===== src/rtl/hsv2rgb_pkg.sv =====
// ----------------------------------------------------------------------------
// hsv2rgb_pkg
// Shared types, constants and helper functions for the HSV to RGB pipeline.
// ----------------------------------------------------------------------------
package hsv2rgb_pkg;

  localparam int unsigned ChanW       = 8;
  localparam int unsigned RegionWidth = 43;
  localparam int unsigned OffsetScale = 6;
  localparam int unsigned Full        = 255;
  localparam int unsigned RoundHalf   = 127;
  localparam int unsigned TermShift   = 8;

  typedef logic [ChanW-1:0]   chan_t;
  typedef logic [2*ChanW-1:0] prod_t;

  // Pixel handling mode, picked from saturation
  typedef enum logic [1:0] {
    MODE_GRAY  = 2'd0,
    MODE_FULL  = 2'd1,
    MODE_SHADE = 2'd2
  } pix_mode_e;

  // Six hue regions of the color wheel
  typedef enum logic [2:0] {
    RGN_0 = 3'd0,
    RGN_1 = 3'd1,
    RGN_2 = 3'd2,
    RGN_3 = 3'd3,
    RGN_4 = 3'd4,
    RGN_5 = 3'd5
  } region_e;

  // Beat handed from the shading stages to the scaling stages
  typedef struct packed {
    region_e   region;
    pix_mode_e mode;
    chan_t     v;
    chan_t     p;
    chan_t     q;
    chan_t     t;
  } shade_t;

  function automatic region_e hue_region(input chan_t h);
    region_e r;
    if (h < chan_t'(RegionWidth)) begin
      r = RGN_0;
    end else if (h < chan_t'(2 * RegionWidth)) begin
      r = RGN_1;
    end else if (h < chan_t'(3 * RegionWidth)) begin
      r = RGN_2;
    end else if (h < chan_t'(4 * RegionWidth)) begin
      r = RGN_3;
    end else if (h < chan_t'(5 * RegionWidth)) begin
      r = RGN_4;
    end else begin
      r = RGN_5;
    end
    return r;
  endfunction

  // Offset within the region, scaled by six (at most 252)
  function automatic chan_t hue_frac(input chan_t h, input region_e r);
    chan_t base;
    chan_t rem;
    unique case (r)
      RGN_0:   base = chan_t'(0);
      RGN_1:   base = chan_t'(RegionWidth);
      RGN_2:   base = chan_t'(2 * RegionWidth);
      RGN_3:   base = chan_t'(3 * RegionWidth);
      RGN_4:   base = chan_t'(4 * RegionWidth);
      RGN_5:   base = chan_t'(5 * RegionWidth);
      default: base = chan_t'(0);
    endcase
    rem = h - base;
    return chan_t'(rem * chan_t'(OffsetScale));
  endfunction

  // floor(x / 255) for x below 65280
  function automatic chan_t div255(input prod_t x);
    logic [2*ChanW:0] sum;
    sum = {1'b0, x} + {{(ChanW+1){1'b0}}, x[2*ChanW-1:ChanW]} + {{(2*ChanW){1'b0}}, 1'b1};
    return sum[2*ChanW-1:ChanW];
  endfunction

endpackage


===== src/rtl/hsv2rgb_shade.sv =====
// ----------------------------------------------------------------------------
// hsv2rgb_shade
// Three-stage front end: hue split, shading products, p/q/t terms.
// ----------------------------------------------------------------------------
module hsv2rgb_shade (
  input  logic                clk_i,
  input  logic                rst_ni,
  input  logic                in_valid_i,
  output logic                in_ready_o,
  input  hsv2rgb_pkg::chan_t  hue_i,
  input  hsv2rgb_pkg::chan_t  saturation_i,
  input  hsv2rgb_pkg::chan_t  brightness_i,
  output logic                out_valid_o,
  input  logic                out_ready_i,
  output hsv2rgb_pkg::shade_t out_data_o
);
  import hsv2rgb_pkg::*;

  logic s1_valid_q, s2_valid_q, s3_valid_q;
  logic s1_en, s2_en, s3_en;

  // stage 1 registers
  region_e   s1_region_q;
  pix_mode_e s1_mode_q;
  chan_t     s1_frac_q, s1_s_q, s1_veff_q, s1_v_q;
  // stage 2 registers
  region_e   s2_region_q;
  pix_mode_e s2_mode_q;
  chan_t     s2_a_q, s2_b_q, s2_p_q, s2_veff_q, s2_v_q;
  // stage 3 register
  shade_t    s3_q;

  pix_mode_e mode_d;
  chan_t     s_d, veff_d;
  prod_t     sf_d, sg_d, pv_d, qv_d, tv_d;
  shade_t    s3_d;

  assign s3_en      = !s3_valid_q || out_ready_i;
  assign s2_en      = !s2_valid_q || s3_en;
  assign s1_en      = !s1_valid_q || s2_en;
  assign in_ready_o = s1_en;

  always_comb begin
    if (saturation_i == '0) begin
      mode_d = MODE_GRAY;
    end else if (saturation_i == chan_t'(Full)) begin
      mode_d = MODE_FULL;
    end else begin
      mode_d = MODE_SHADE;
    end
    // full saturation shades a base color at s = v = 255
    s_d    = (mode_d == MODE_FULL) ? chan_t'(Full) : saturation_i;
    veff_d = (mode_d == MODE_FULL) ? chan_t'(Full) : brightness_i;
  end

  always_ff @(posedge clk_i or negedge rst_ni) begin
    if (!rst_ni) begin
      s1_valid_q <= 1'b0;
    end else if (s1_en) begin
      s1_valid_q <= in_valid_i;
    end
  end

  always_ff @(posedge clk_i) begin
    if (s1_en && in_valid_i) begin
      s1_region_q <= hue_region(hue_i);
      s1_frac_q   <= hue_frac(hue_i, hue_region(hue_i));
      s1_mode_q   <= mode_d;
      s1_s_q      <= s_d;
      s1_veff_q   <= veff_d;
      s1_v_q      <= brightness_i;
    end
  end

  always_comb begin
    sf_d = prod_t'(s1_s_q) * prod_t'(s1_frac_q);
    sg_d = prod_t'(s1_s_q) * prod_t'(chan_t'(Full) - s1_frac_q);
    pv_d = prod_t'(s1_veff_q) * prod_t'(chan_t'(Full) - s1_s_q);
  end

  always_ff @(posedge clk_i or negedge rst_ni) begin
    if (!rst_ni) begin
      s2_valid_q <= 1'b0;
    end else if (s2_en) begin
      s2_valid_q <= s1_valid_q;
    end
  end

  always_ff @(posedge clk_i) begin
    if (s2_en && s1_valid_q) begin
      s2_a_q      <= sf_d[TermShift +: ChanW];
      s2_b_q      <= sg_d[TermShift +: ChanW];
      s2_p_q      <= pv_d[TermShift +: ChanW];
      s2_region_q <= s1_region_q;
      s2_mode_q   <= s1_mode_q;
      s2_veff_q   <= s1_veff_q;
      s2_v_q      <= s1_v_q;
    end
  end

  always_comb begin
    qv_d        = prod_t'(s2_veff_q) * prod_t'(chan_t'(Full) - s2_a_q);
    tv_d        = prod_t'(s2_veff_q) * prod_t'(chan_t'(Full) - s2_b_q);
    s3_d.region = s2_region_q;
    s3_d.mode   = s2_mode_q;
    s3_d.v      = s2_v_q;
    s3_d.p      = s2_p_q;
    s3_d.q      = qv_d[TermShift +: ChanW];
    s3_d.t      = tv_d[TermShift +: ChanW];
  end

  always_ff @(posedge clk_i or negedge rst_ni) begin
    if (!rst_ni) begin
      s3_valid_q <= 1'b0;
    end else if (s3_en) begin
      s3_valid_q <= s2_valid_q;
    end
  end

  always_ff @(posedge clk_i) begin
    if (s3_en && s2_valid_q) begin
      s3_q <= s3_d;
    end
  end

  assign out_valid_o = s3_valid_q;
  assign out_data_o  = s3_q;

endmodule


===== src/rtl/hsv2rgb_scale.sv =====
// ----------------------------------------------------------------------------
// hsv2rgb_scale
// Two-stage back end: region mux with brightness product, then /255.
// ----------------------------------------------------------------------------
module hsv2rgb_scale (
  input  logic                clk_i,
  input  logic                rst_ni,
  input  logic                in_valid_i,
  output logic                in_ready_o,
  input  hsv2rgb_pkg::shade_t in_data_i,
  output logic                out_valid_o,
  input  logic                out_ready_i,
  output hsv2rgb_pkg::chan_t  red_o,
  output hsv2rgb_pkg::chan_t  green_o,
  output hsv2rgb_pkg::chan_t  blue_o
);
  import hsv2rgb_pkg::*;

  logic      s4_valid_q, s5_valid_q;
  logic      s4_en, s5_en;
  pix_mode_e s4_mode_q;
  prod_t     s4_r_q, s4_g_q, s4_b_q;
  chan_t     s5_r_q, s5_g_q, s5_b_q;

  chan_t     vsel, base_r, base_g, base_b;
  prod_t     r_d, g_d, b_d;

  assign s5_en      = !s5_valid_q || out_ready_i;
  assign s4_en      = !s4_valid_q || s5_en;
  assign in_ready_o = s4_en;

  always_comb begin
    vsel = (in_data_i.mode == MODE_FULL) ? chan_t'(Full) : in_data_i.v;
    case (in_data_i.region)
      RGN_0:   begin base_r = vsel;        base_g = in_data_i.t; base_b = in_data_i.p; end
      RGN_1:   begin base_r = in_data_i.q; base_g = vsel;        base_b = in_data_i.p; end
      RGN_2:   begin base_r = in_data_i.p; base_g = vsel;        base_b = in_data_i.t; end
      RGN_3:   begin base_r = in_data_i.p; base_g = in_data_i.q; base_b = vsel;        end
      RGN_4:   begin base_r = in_data_i.t; base_g = in_data_i.p; base_b = vsel;        end
      default: begin base_r = vsel;        base_g = in_data_i.p; base_b = in_data_i.q; end
    endcase

    unique case (in_data_i.mode)
      MODE_GRAY: begin
        r_d = prod_t'(in_data_i.v);
        g_d = prod_t'(in_data_i.v);
        b_d = prod_t'(in_data_i.v);
      end
      MODE_FULL: begin
        r_d = prod_t'(base_r) * prod_t'(in_data_i.v) + prod_t'(RoundHalf);
        g_d = prod_t'(base_g) * prod_t'(in_data_i.v) + prod_t'(RoundHalf);
        b_d = prod_t'(base_b) * prod_t'(in_data_i.v) + prod_t'(RoundHalf);
      end
      default: begin
        r_d = prod_t'(base_r);
        g_d = prod_t'(base_g);
        b_d = prod_t'(base_b);
      end
    endcase
  end

  always_ff @(posedge clk_i or negedge rst_ni) begin
    if (!rst_ni) begin
      s4_valid_q <= 1'b0;
    end else if (s4_en) begin
      s4_valid_q <= in_valid_i;
    end
  end

  always_ff @(posedge clk_i) begin
    if (s4_en && in_valid_i) begin
      s4_mode_q <= in_data_i.mode;
      s4_r_q    <= r_d;
      s4_g_q    <= g_d;
      s4_b_q    <= b_d;
    end
  end

  always_ff @(posedge clk_i or negedge rst_ni) begin
    if (!rst_ni) begin
      s5_valid_q <= 1'b0;
    end else if (s5_en) begin
      s5_valid_q <= s4_valid_q;
    end
  end

  always_ff @(posedge clk_i) begin
    if (s5_en && s4_valid_q) begin
      if (s4_mode_q == MODE_FULL) begin
        s5_r_q <= div255(s4_r_q);
        s5_g_q <= div255(s4_g_q);
        s5_b_q <= div255(s4_b_q);
      end else begin
        s5_r_q <= s4_r_q[ChanW-1:0];
        s5_g_q <= s4_g_q[ChanW-1:0];
        s5_b_q <= s4_b_q[ChanW-1:0];
      end
    end
  end

  assign out_valid_o = s5_valid_q;
  assign red_o       = s5_r_q;
  assign green_o     = s5_g_q;
  assign blue_o      = s5_b_q;

endmodule


===== src/rtl/hsv_to_rgb_8bit_core.sv =====
// Throughput: one pixel per cycle while the output is not stalled; every one of the
//   five stages holds its own beat.
// Backpressure: each stage loads whenever it is empty or its successor moves, so
//   bubbles are squeezed out and input is taken while a result waits at the output.
// Reset: rst_ni (async, active low) clears all stage valid bits; data regs are not reset.
// ----------------------------------------------------------------------------
// hsv_to_rgb_8bit_core
// 8-bit HSV to RGB converter, six hue regions, fully pipelined.
// ----------------------------------------------------------------------------
module hsv_to_rgb_8bit_core (
  input  logic               clk_i,
  input  logic               rst_ni,
  input  logic               in_valid_i,
  output logic               in_ready_o,
  input  hsv2rgb_pkg::chan_t hue_i,
  input  hsv2rgb_pkg::chan_t saturation_i,
  input  hsv2rgb_pkg::chan_t brightness_i,
  output logic               out_valid_o,
  input  logic               out_ready_i,
  output hsv2rgb_pkg::chan_t red_o,
  output hsv2rgb_pkg::chan_t green_o,
  output hsv2rgb_pkg::chan_t blue_o
);
  import hsv2rgb_pkg::*;

  // Stages 1-3: region/offset split, s*frac products, then p/q/t terms.
  // Gray and full-saturation beats carry their mode along; full saturation
  // shades a base color at s = v = 255 so the same datapath serves both.
  logic   mid_valid, mid_ready;
  shade_t mid_data;

  hsv2rgb_shade u_shade (
    .clk_i        (clk_i),
    .rst_ni       (rst_ni),
    .in_valid_i   (in_valid_i),
    .in_ready_o   (in_ready_o),
    .hue_i        (hue_i),
    .saturation_i (saturation_i),
    .brightness_i (brightness_i),
    .out_valid_o  (mid_valid),
    .out_ready_i  (mid_ready),
    .out_data_o   (mid_data)
  );

  // Stages 4-5: region mux routes p/q/t to channels; on full saturation each
  // base channel is scaled by brightness with round-half, then divided by 255
  // with a shift-add trick (exact for all reachable sums).
  hsv2rgb_scale u_scale (
    .clk_i       (clk_i),
    .rst_ni      (rst_ni),
    .in_valid_i  (mid_valid),
    .in_ready_o  (mid_ready),
    .in_data_i   (mid_data),
    .out_valid_o (out_valid_o),
    .out_ready_i (out_ready_i),
    .red_o       (red_o),
    .green_o     (green_o),
    .blue_o      (blue_o)
  );

endmodule


===== config.mk =====
export PLATFORM = sky130hd
export DESIGN_NAME = hsv_to_rgb_8bit_core
export DESIGN_NICKNAME = d
export VERILOG_FILES = /design/src/rtl/hsv2rgb_pkg.sv /design/src/rtl/hsv2rgb_shade.sv /design/src/rtl/hsv2rgb_scale.sv /design/src/rtl/hsv_to_rgb_8bit_core.sv
export SDC_FILE = /design/constraint.sdc
export NUM_CORES = 1
export LEC_CHECK = 0
export BUFFER_PORTS_ARGS = -buffer_cell sky130_fd_sc_hd__clkbuf_2
export CORE_MARGIN = 2
export CORE_UTILIZATION = 54
export CTS_CLUSTER_DIAMETER = 40
export CTS_CLUSTER_SIZE = 16
export DETAILED_ROUTE_END_ITERATION = 8
export GPL_ROUTABILITY_DRIVEN = 0
export PLACE_DENSITY_LB_ADDON = 0.1
export SETUP_SLACK_MARGIN = 0.5
export SYNTH_ARGS = -nofsm -noshare
export SYNTH_HDL_FRONTEND = slang
export SYNTH_HIERARCHICAL = 1
export SYNTH_SLANG_ARGS = --single-unit

===== constraint.sdc =====
create_clock -name clk_i -period 5.2 [get_ports clk_i]
set_clock_uncertainty 0.15 [all_clocks]
set_input_delay 0.78 -clock clk_i [delete_from_list [all_inputs] [get_ports clk_i]]
set_output_delay 0.78 -clock clk_i [all_outputs]
set_load 0.02 [all_outputs]

# After elaboration in Yosys (flattened, before gate mapping)
# Index checks and enable logic that the tools add are counted.
# word_totals
register_bits,197
output_inout_bits,26
word_cells,114
# classes
add_sub_neg,14
n_mul,9
n_lt_le_gt_ge,5
eq_ne,13
muxes,20
n_reduce_logical,22
# op_table
operator,count
$pmux W16 S2,3
$pmux W8 S3,3
$mul A8 B16 Y16,4
$add A16 B1 Y16 const B,3
$add A16 B7 Y16 const B,3
$add A16 B8 Y16,3
$mul A8 B8 Y16,3
$mux W8,5
$pmux W8 S5,1
$sub A8 B8 Y9 const A,4
$lt A8 B8 Y1 const B,3
$mul A8 B7 Y15,1
$mux W3,5
$eq A3 B2 Y1 const B,4
$eq A3 B3 Y1 const B,3
$eq A8 B8 Y1 const B,1
$logic_not A8 Y1,1
$lt A8 B6 Y1 const B,1
$lt A8 B7 Y1 const B,1
$mul A8 B2 Y7 const B,1
$reduce_or A2 Y1,4
$sub A8 B8 Y8,1
$eq A2 B1 Y1 const B,3
$eq A3 B1 Y1 const B,2
other kinds (7),20

# Depth between registers and ports, before layout
# Gate-level depths: netlist (run 1).
# depth
ltp_word,13
depth_mapped,21

# Modules after synthesis
# The synthesis (run 1) kept the hierarchy.
# by_module_without_submodules
module,instances,cells_each,area_per_inst_um2,seq_area_each_um2
hsv2rgb_shade,1,1301,13828.3,3618.5
hsv2rgb_scale,1,1333,11991.5,2272.2

# Worst setup path after synthesis (run 1)
# OpenSTA, ideal clock, no wires.
# synth_timing
path_type,flip-flop to flip-flop
from,"register u_shade.s3_q, in the netlist u_shade/out_data_o[35]"
to,register u_scale.s4_b_q[13] (data pin)
setup_ps,269
arrival_ps,5038
path_slack_ps,-257
path_stages_with_launch,19
cell_sequence,edfxtp_1 > buf_6 > and3b_1 > or2_4 > o21ai_1 > a41oi_2 > and2_1 > fa_1 > fa_1 > fa_1 > inv_1 > fa_1 > inv_1 > ha_1 > clkbuf_1 > nand2_1 > or4_1 > a31oi_1 > nor3b_1
# synth_via
elab_chain_cells,6
elab_cells_between_ends,11
cone_classes,add/sub (1); mul (1); eq/ne (4); mux (2); reduce/logical (3)
# synth_lines
element,line_no,source
"start, declared",hsv2rgb_shade.sv:31,shade_t s3_q;
"start signal, assigned",hsv2rgb_shade.sv:122,s3_q <= s3_d;
$eq A3 B2 Y1 (tied with other cells),hsv2rgb_scale.sv:34,case (in_data_i.region)
$reduce_or A2 Y1 (no line),n/a,
$pmux W8 S3 *,hsv2rgb_scale.sv:34,
$mul A8 B8 Y16 *,hsv2rgb_scale.sv:52,b_d = prod_t'(base_b) * prod_t'(in_data_i.v) + prod_t'(RoundHalf);
$add A16 B7 Y16 *,hsv2rgb_scale.sv:52,
$pmux W16 S2 *,hsv2rgb_scale.sv:43,unique case (in_data_i.mode)
via u_scale.b_d[13],hsv2rgb_scale.sv:26,"prod_t r_d, g_d, b_d;"
"end signal, assigned",hsv2rgb_scale.sv:75,s4_b_q <= b_d;
"end, declared",hsv2rgb_scale.sv:22,"prod_t s4_r_q, s4_g_q, s4_b_q;"
# The timed path passes the listed nets; every way through them passes the cells marked *.
# A chain may end at the register's enable or synchronous reset.

# Worst setup path after layout (run 1)
# layout_timing
from,"register u_shade.s3_q, in the netlist u_shade/out_data_o[34]"
to,register u_scale.s4_g_q[14] (data pin)
# layout_via
elab_chain_cells,6
elab_cells_between_ends,9
cone_classes,add/sub (1); mul (1); eq/ne (3); mux (2); reduce/logical (2)
# layout_lines
element,line_no,source
$eq A3 B1 Y1 / $eq A3 B2 Y1 (equally long branches),hsv2rgb_scale.sv:34,
$reduce_or A2 Y1 (no line),n/a,
$pmux W8 S3 *,hsv2rgb_scale.sv:34,
$mul A8 B8 Y16 *,hsv2rgb_scale.sv:51,g_d = prod_t'(base_g) * prod_t'(in_data_i.v) + prod_t'(RoundHalf);
$add A16 B7 Y16 *,hsv2rgb_scale.sv:51,
$pmux W16 S2 *,hsv2rgb_scale.sv:43,
via u_scale.g_d[14],hsv2rgb_scale.sv:26,
"end signal, assigned",hsv2rgb_scale.sv:74,s4_g_q <= g_d;
"end, declared",hsv2rgb_scale.sv:22,
# Marks and branches as above.

==> results of run 1 <==
cell type report:
cell class                      instances  share of cell area [%]
Multi-Input combinational cell       1896                   62.44
Sequential cell                       197                   19.03
Timing Repair Buffer                  333                   8.427
Inverter                              450                   5.509
Tap cell                              615                   2.486
Clock buffer                           17                   1.374
Clock inverter                         15                  0.7356
metal layers:
| metal | GRT usage, % | vias to the layer above | routed length [µm] |
|---|---|---|---|
| met3 | 3.028 | 134 | 1661 |
| met1 | 30.45 | 9718 | 25680 |
| met2 | 46.58 | 394 | 32800 |
| met5 | 0 | - | 0 |
| li1 | - | 9207 | - |
| met4 | 11.97 | 0 | 2299 |
layout by cell type, fill, tap and decap left out, types with 17 or more instances in the layout:
cell type	n
nor2_1	114
xnor2_1	39
a21oi_2	24
ha_4	30
edfxtp_1	192
clkbuf_2	53
clkbuf_16	18
nor3_1	18
a21oi_1	49
nand3_1	18
a21o_1	43
and2_4	22
buf_6	37
fa_2	17
o21ai_0	27
nand2b_1	94
xor2_1	28
a31oi_1	22
inv_2	40
buf_4	232
fa_1	283
and2_1	118
ha_1	264
inv_1	406
nand2_1	178
nor2b_1	126
state kept, by name, indices dropped and copies added (netlist names), 16 cells and up:
name	flops
u_scale/s4_b_q	16
u_scale/s4_r_q	16
u_scale/s4_g_q	16
u_shade/out_data_o	37
critical path, delay by kind of cell, from the launching register on:
family | cells | cell delay (ns)
adders and majority gates | 5 | 2.22
AOI/OAI and AO/OA | 4 | 1.04
buffers and inverters | 5 | 0.52
DFF | 1 | 0.41
muxes | 2 | 0.31
xor gates and xnor gates | 1 | 0.17
and+or+nand+nor | 3 | 0.36
per-stage QoR:
step	TNS, ns	utilization (%)	std cells	hold WS, ns
final	-1.369	65.25	3523	0.2653
after global routing	-5.590	65.25	3523	0.2774
after CTS	-0.008773	62.68	3459	0.2654
after detailed placement	-1.163	59.41	3371	0.2545
after global placement	-0.1285	59.41	3371	0.2511
after floorplan	0	-	2634	0.2503
cell families (layout without fill, tap and decap cells):
family                   Yosys count  after routing  synth area share, %
AO/OA/AOI/OAI                    370            371                10.87
XOR/XNOR                          77             77                2.670
adder cells (fa/ha/maj)          601            601                37.85
buffers and inverters            542            815                8.059
flip-flops                       197            197                22.81
multiplexers                       6              6               0.2471
AND/OR/NAND/NOR                  841            841                17.49
worst paths after layout:
kind,start,endpoint,slack (ns),depth (start not counted)
max,u_shade/out_data_o[34],u_scale/s4_g_q[14],-0.23,20
min,u_shade/s2_p_q[6],u_shade/out_data_o[22],0.27,0
max reg2reg,u_shade/out_data_o[34],u_scale/s4_g_q[14],-0.23,20
min reg2reg,u_shade/s2_p_q[6],u_shade/out_data_o[22],0.27,0
max in group asynchronous,rst_ni,u_scale/out_valid_o,4.27,2
min in group asynchronous,rst_ni,u_shade/s2_valid_q,0.49,2
what timing repair did:
item | in CTS | in global routing
setup buffers | 55 | 61
hold buffers | 1 | 0
gates resized for setup | 106 | 160
endpoints found under the setup margin | 61 | 57
pin swaps | 34 | 116
hold endpoints to repair | 5 | 0
cloned | 0 | 3
==> flow_summary.yaml, run 1 <==
cts:
  numCtsBuffers: 17
  clockBufferDepth: 2
  ctsHtreeMaxLevel: 4
  cts-root-buf: "clkbuf_16"
  path_clk_slew_ns: 0.09
  clkLatencyLatePin_ns: 0.50
  clock_sinks: 197
  cts_tree: "yes"
hold_path:
  hold_class: "register to register"
worst_setup_path:
  critical_path_class: "register to register"
  critPathSlowestCell: "fa_1"
  end_kind: "register"
  cp_slowest_stage_delay_ns: 0.54
  worst_ep_arrival_time_ns: 5.53
  required_ns: 5.30
  crit_chain: "buf_6 > xor2_2 > and2_4 > a222oi_1 > mux2i_2 > nand2_1 > fa_1 > inv_2 > fa_1 > fa_1 > inv_2 > fa_1 > inv_2 > ha_4 > nand2_2 > o211ai_1 > buf_4 > a31oi_4 > o31ai_2 > mux2i_1"
  cp_max_fo: 6
  crit_top_cell: "fa_1"
  cp-start-kind: "register"
timing:
  slew_headroom_pct: 24.94
  worst_pin_slew_ns: 1.126
  period_minus_slack_ns: 5.429
  setup_slack_ns: -0.2285
  hold_violations: 0
  finalSetupViolations: 16
  post-route-period-util_pct: 104.4
  slew_violations: 0
  rsz0062_at_grt: "true"
  max_freq_mhz: 184.2
logic_synthesis:
  synth.top_cell.area_share_pct: 23.26
  synth_edf_count: 192
  synthTopCellsByArea: "fa_1 23%, edfxtp_1 22%, ha_1 15%"
  synth_top_cell_by_area: "fa_1"
  ys.flop_type: "edfxtp_1"
  ys_warn_count: 6
  avgSynthCellArea_um2: 9.802
  async_flop_share_pct: 2.538
  yosys-top-cells-count: "448 x inv_1, 301 x ha_1, 300 x fa_1"
  netlist_instances: 2634
  yosysMostFrequentCell: "inv_1"
  netlist_area_um2: 25820
  syn-num-nets: 3263
  synth-seq-cells: 197
  yosysUniqueCellTypes: 96
  synth-seq-area-share_pct: 22.81
floorplanning:
  die_w_um: 222.7
  die_area_um2: 49580
  ios: 54
  core_um2: 47450
  rows: 80
  start_util_pct: 54.42
  die_h_um: 222.7
placed_design:
  dp_hpwl_um: 48290
  placed_area_um2: 28190
  dpl_worst_slack_ns: -0.1733
  numPortBuffers: 53
finish:
  multi_input_area_um2: 19330
  area_delta_synth_final_pct: 19.90
  nets: 3524
  fillers: 3838
  fin_area_um2: 30960
  ff_latch_area_um2: 5891
  antenna_cells: 0
  drive_gt1_share_pct: 23.76
route:
  routed_wirelength_um: 62450
  drtIter0Drc: 951
  postRouteAntennaNets: 0
  vias_per_cell: 5.522
  vias: 19453
  wire_per_inst_um: 17.73
  firstDrtPassIters: 5
  drc: 0
global_route:
  grt.overflow.total: 0
  grt_start_max_net_pins: 51
  track_usage_pct: 25.71
  grt_pass1_wl_um: 101700
  antenna_found_initial: 0
  grt_pass1_vias: 20485
flow_run:
  max_cap_viol_count: 0
outcome:
  violations: "negative setup slack"
  status: "complete, but fails checks"
Power of run 1 is left out: the tool's default activity adds up to more than one toggle a clock period on the data nets, which glitch-free logic cannot reach.
==> run 2: changes to the inputs <==
--- a/config.mk
+++ b/config.mk
@@ -18,3 +18,4 @@
 export SYNTH_HDL_FRONTEND = slang
 export SYNTH_HIERARCHICAL = 1
 export SYNTH_SLANG_ARGS = --single-unit
+export TNS_END_PERCENT = 50
==> flow_summary.yaml, run 2 (synthesized netlist as in run 1, its figures left out) <==
floorplanning:
  die_w_um: 222.7
  ios: 54
  die_area_um2: 49580
  core_um2: 47450
  die_h_um: 222.7
  rows: 80
  start_util_pct: 54.42
worst_setup_path:
  required_ns: 5.35
  critical_path_class: "register to register"
  end_kind: "register"
  cp-start-kind: "register"
  r2r_setup_slack_ns: -0.17
  cp-startpoint: "u_shade/out_data_o[34]"
  r2r_cells: 20
  reg2reg_from: "u_shade/out_data_o[34]"
  cp_max_fo: 6
  crit_end: "u_scale/s4_g_q[15]"
  worst_ep_arrival_time_ns: 5.52
  reg2reg_to: "u_scale/s4_g_q[15]"
finish:
  drive_gt1_share_pct: 21.79
  area_delta_synth_final_pct: 17.67
  antenna_cells: 0
  fillers: 3860
  mostFrequentLayoutCells: "414 x inv_1, 286 x fa_1, 266 x ha_1"
  largest_register_ff_count: 37
  layout_commonest_cell: "inv_1"
  fin_area_um2: 30380
  final_cells: 3474
  nets: 3475
placed_design:
  place_inst: 3388
  placed_area_um2: 28170
  numPortBuffers: 53
  dp_hpwl_um: 47990
cts:
  clockBufferDepth: 2
  ctsHtreeMaxLevel: 4
  clock_sinks: 197
  cts_tree: "yes"
  cts-root-buf: "clkbuf_16"
  numCtsBuffers: 17
  clkLatencyLatePin_ns: 0.49
  path_clk_slew_ns: 0.08
timing:
  period_minus_slack_ns: 5.375
  slew_violations: 0
  rsz0062_at_grt: "true"
  worst_pin_slew_ns: 1.070
  whs_ns: 0.2728
  setup_slack_ns: -0.1748
  max_freq_mhz: 186.1
  hold_violations: 0
  post-route-period-util_pct: 103.4
  slew_headroom_pct: 28.68
  finalSetupViolations: 19
route:
  vias: 19073
  drc: 0
  firstDrtPassIters: 6
  postRouteAntennaNets: 0
  vias_per_cell: 5.490
  wire_per_inst_um: 17.39
  drtIter0Drc: 944
  routed_wirelength_um: 60410
hold_path:
  hp-start: "u_shade/s2_v_q[7]"
  hold_class: "register to register"
global_route:
  grt.overflow.total: 0
  grt_pass1_vias: 20140
  grt_pass1_wl_um: 99530
  antenna_found_initial: 0
  grt_start_max_net_pins: 51
  track_usage_pct: 25.00
outcome:
  status: "complete, but fails checks"
  violations: "negative setup slack"
flow_run:
  max_cap_viol_count: 0
-- run 2: worst min-delay path by stage --
| stage | cells after the start | slack [ns] | end |
|---|---|---|---|
| 5_1_grt | 0 | 0.28 | u_shade/out_data_o[29] |
| 3_3_place_gp | 0 | 0.25 | u_shade/out_data_o[23] |
| 2_1_floorplan | 0 | 0.25 | u_shade/out_data_o[16] |
| 4_1_cts | 0 | 0.27 | u_shade/out_data_o[19] |
| 3_5_place_dp | 0 | 0.25 | u_shade/out_data_o[19] |
| 6_report | 0 | 0.27 | u_shade/out_data_o[31] |
-- run 2: metrics by stage --
| stage | utilization, % | setup TNS (ns) | worst slack, ns |
|---|---|---|---|
| 6_report | 64.04 | -1.725 | -0.1748 |
| 2_1_floorplan | - | 0 | 0.06431 |
| 3_5_place_dp | 59.37 | -2.294 | -0.2577 |
| 3_3_place_gp | 59.37 | -0.4882 | -0.07300 |
| 5_1_grt | 64.04 | -6.835 | -0.3471 |
| 4_1_cts | 62.00 | -0.6540 | -0.08217 |
-- run 2: cell type report --
class	instances	area (µm²)	area share, %
repair buffers	285	2148	7.071
multi-input cells	1895	19240	63.33
flip-flops and latches	197	5891	19.39
clock inverters	15	215.2	0.7083
inverters	450	1693	5.572
well taps	615	769.5	2.533
clock buffers	17	425.4	1.400
-- run 2: what timing repair did --
item,4_1_cts,5_1_grt
hold buffers,1,0
buffers inserted,19,34
endpoints found under the setup margin,59,65
pin swaps,90,152
cloned,0,0
endpoints found under the hold margin,5,0
resized for setup,102,153
-- run 2: metal layers --
layer | vias up | track usage (%) | share of wire [%]
met2 | 367 | 46.21 | 53
li1 | 9092 | - | -
met4 | 0 | 9.050 | 3.2
met1 | 9490 | 29.51 | 40
met5 | - | 0 | 0
met3 | 124 | 3.465 | 3.1
-- run 2: worst max-delay path: stages, from the launching register on --
cell,delay (ns)
edfxtp_1,0.51
xor2_2,0.22
and2_4,0.17
a222oi_1,0.37
mux2i_2,0.21
and2_4,0.20
fa_1,0.53
inv_1,0.06
fa_1,0.47
inv_1,0.05
fa_1,0.47
inv_1,0.05
fa_1,0.49
inv_2,0.05
ha_4,0.23
and3_4,0.16
o211ai_1,0.25
buf_4,0.19
a21oi_2,0.05
a211o_1,0.23
o311ai_1,0.09
Power of run 2 is left out for the same reason.
==> run 3: changes to the inputs <==
--- a/config.mk
+++ b/config.mk
@@ -14,8 +14,8 @@
 export GPL_ROUTABILITY_DRIVEN = 0
 export PLACE_DENSITY_LB_ADDON = 0.1
 export SETUP_SLACK_MARGIN = 0.5
+export SLEW_MARGIN = 30
 export SYNTH_ARGS = -nofsm -noshare
 export SYNTH_HDL_FRONTEND = slang
-export SYNTH_HIERARCHICAL = 1
 export SYNTH_SLANG_ARGS = --single-unit
 export TNS_END_PERCENT = 50
==> constraint.sdc (replaced) <==
create_clock -name clk_i -period 5.2 [get_ports clk_i]
set_clock_uncertainty 0.15 [all_clocks]
set_input_delay 0.78 -clock clk_i [delete_from_list [all_inputs] [get_ports clk_i]]
set_output_delay 0.78 -clock clk_i [all_outputs]
set_load 0.005 [all_outputs]
==> flow_summary.yaml, run 3 <==
timing:
  rsz0062_at_grt: "true"
  slew_headroom_pct: 35.83
  finalSetupViolations: 21
  period_minus_slack_ns: 5.399
  worst_pin_slew_ns: 0.9625
  slew_violations: 0
  max_freq_mhz: 185.2
  whs_ns: 0.2666
  setup_slack_ns: -0.1991
  post-route-period-util_pct: 103.8
  hold_violations: 0
global_route:
  grt_pass1_wl_um: 95890
  grt_start_max_net_pins: 51
  antenna_found_initial: 0
  grt_pass1_vias: 19168
  track_usage_pct: 25.61
  grt.overflow.total: 0
route:
  drc: 0
  vias: 18296
  postRouteAntennaNets: 0
  firstDrtPassIters: 5
  drtIter0Drc: 941
  routed_wirelength_um: 59120
  vias_per_cell: 5.424
  wire_per_inst_um: 17.53
worst_setup_path:
  critical_path_class: "register to register"
  r2r_setup_slack_ns: -0.20
  reg2reg_to: "u_scale.s4_r_q[13]"
  worst_ep_arrival_time_ns: 5.50
  reg2reg_from: "u_shade.out_data_o[35]"
  cp-start-kind: "register"
  r2r_cells: 22
  cp_max_fo: 8
  required_ns: 5.30
  end_kind: "register"
logic_synthesis:
  netlist_area_um2: 24850
  synth_top_cell_by_area: "fa_1"
  yosysUniqueCellTypes: 57
  async_flop_share_pct: 2.538
  netlist_instances: 2538
  yosysMostFrequentCell: "inv_1"
  synth-seq-area-share_pct: 23.70
  ys_warn_count: 0
  yosys-top-cells-count: "407 x inv_1, 297 x ha_1, 296 x fa_1"
  ys.flop_type: "edfxtp_1"
  syn-num-nets: 3159
  synth_edf_count: 192
  synth-seq-cells: 197
  avgSynthCellArea_um2: 9.793
  synth.top_cell.area_share_pct: 23.84
  synthTopCellsByArea: "fa_1 24%, edfxtp_1 23%, ha_1 15%"
outcome:
  status: "complete, but fails checks"
  violations: "negative setup slack"
finish:
  drive_gt1_share_pct: 22.97
  antenna_cells: 0
  fillers: 3590
  layout_commonest_cell: "inv_1"
  nets: 3381
  area_delta_synth_final_pct: 20.68
  largest_register_ff_count: 37
  mostFrequentLayoutCells: "376 x inv_1, 282 x fa_1, 258 x ha_1"
cts:
  cts_tree: "yes"
  numCtsBuffers: 17
  clockBufferDepth: 2
  cts-root-buf: "clkbuf_16"
  ctsHtreeMaxLevel: 4
  path_clk_slew_ns: 0.09
  clock_sinks: 197
  clkLatencyLatePin_ns: 0.51
hold_path:
  hp-start: "u_shade.s2_p_q[1]"
  hold_depth: 0
  hold_class: "register to register"
  hold_path_end: "u_shade.out_data_o[17]"
floorplanning:
  ios: 54
  die_w_um: 218.5
  rows: 78
  start_util_pct: 54.77
  core_um2: 45380
  die_area_um2: 47760
  die_h_um: 218.5
placed_design:
  numPortBuffers: 53
  dp_hpwl_um: 45210
flow_run:
  max_cap_viol_count: 0
run 3: how the worst max path moves through the flow:
stage | startpoint | end | slack, ns
after detailed placement | u_shade.out_data_o[36] | u_scale.s4_r_q[11] | -0.30
after global routing | u_shade.out_data_o[35] | u_scale.s4_r_q[15] | -0.40
final | u_shade.out_data_o[35] | u_scale.s4_r_q[13] | -0.20
after global placement | u_shade.out_data_o[35] | u_scale.s4_b_q[14] | -0.16
after floorplan | u_shade.out_data_o[35] | u_scale.s4_r_q[15] | 0.15
after CTS | u_shade.out_data_o[34] | u_scale.s4_r_q[15] | -0.11
run 3: cell type report:
| class | count | area, µm² | area share [%] |
|---|---|---|---|
| Clock buffer | 17 | 425.4 | 1.418 |
| Clock inverter | 15 | 209.0 | 0.6967 |
| Inverter | 407 | 1528 | 5.094 |
| Multi-Input combinational cell | 1841 | 18850 | 62.83 |
| Sequential cell | 197 | 5891 | 19.64 |
| Tap cell | 600 | 750.7 | 2.503 |
| Timing Repair Buffer | 296 | 2344 | 7.814 |
run 3: per-layer routing:
| layer | vias to the layer above | GRT usage [%] | share of wire [%] |
|---|---|---|---|
| li1 | 8672 | - | - |
| met1 | 9105 | 29.95 | 40 |
| met2 | 384 | 46.86 | 53 |
| met3 | 135 | 3.118 | 3.0 |
| met4 | 0 | 11.38 | 4.3 |
| met5 | - | 0 | 0 |
run 3: cell families after synthesis:
family                   share of synthesized area, %
multiplexers                                   0.5437
XOR/XNOR                                        3.615
buffers and inverters                           7.551
flip-flops                                      23.70
AND/OR/NAND/NOR                                 17.09
adder cells (fa/ha/maj)                         38.79
AO/OA/AOI/OAI                                   8.709
run 3: per-stage QoR:
| step | setup TNS, ns | util, % | setup slack, ns | cells | instance area, µm² |
|---|---|---|---|---|---|
| 2_1_floorplan | 0 | - | 0.1514 | 2538 | 25550 |
| 3_5_place_dp | -2.396 | 60.45 | -0.2970 | 3269 | 27430 |
| 3_3_place_gp | -0.8494 | 60.45 | -0.1576 | 3269 | 27430 |
| 5_1_grt | -7.609 | 66.09 | -0.3957 | 3373 | 29990 |
| 4_1_cts | -0.9079 | 63.58 | -0.1138 | 3339 | 28850 |
| 6_report | -2.300 | 66.09 | -0.1991 | 3373 | 29990 |
run 3: critical path, cell delays in order, from the launching register on:
cell and delay [ns]:
edfxtp_1 0.48, buf_6 0.18, xor2_4 0.15, and2_4 0.16
buf_6 0.11, nor2_4 0.17, mux2_4 0.39, and2_4 0.18
fa_1 0.49, fa_1 0.42, fa_1 0.51, inv_2 0.04
fa_2 0.52, inv_2 0.04, ha_4 0.15, a21o_1 0.17
a21oi_2 0.18, inv_1 0.08, a21oi_2 0.15, o31ai_2 0.09
buf_4 0.15, xnor2_2 0.11, nor2_1 0.05
run 3: timing repair:
item | in CTS | in global routing
endpoints found under the setup margin | 57 | 61
hold buffers | 1 | 0
pin swaps | 57 | 125
endpoints found under the hold margin | 5 | 0
buffers inserted | 36 | 30
gates cloned | 1 | 4
resized for setup | 107 | 201
Power of run 3 is left out for the same reason.
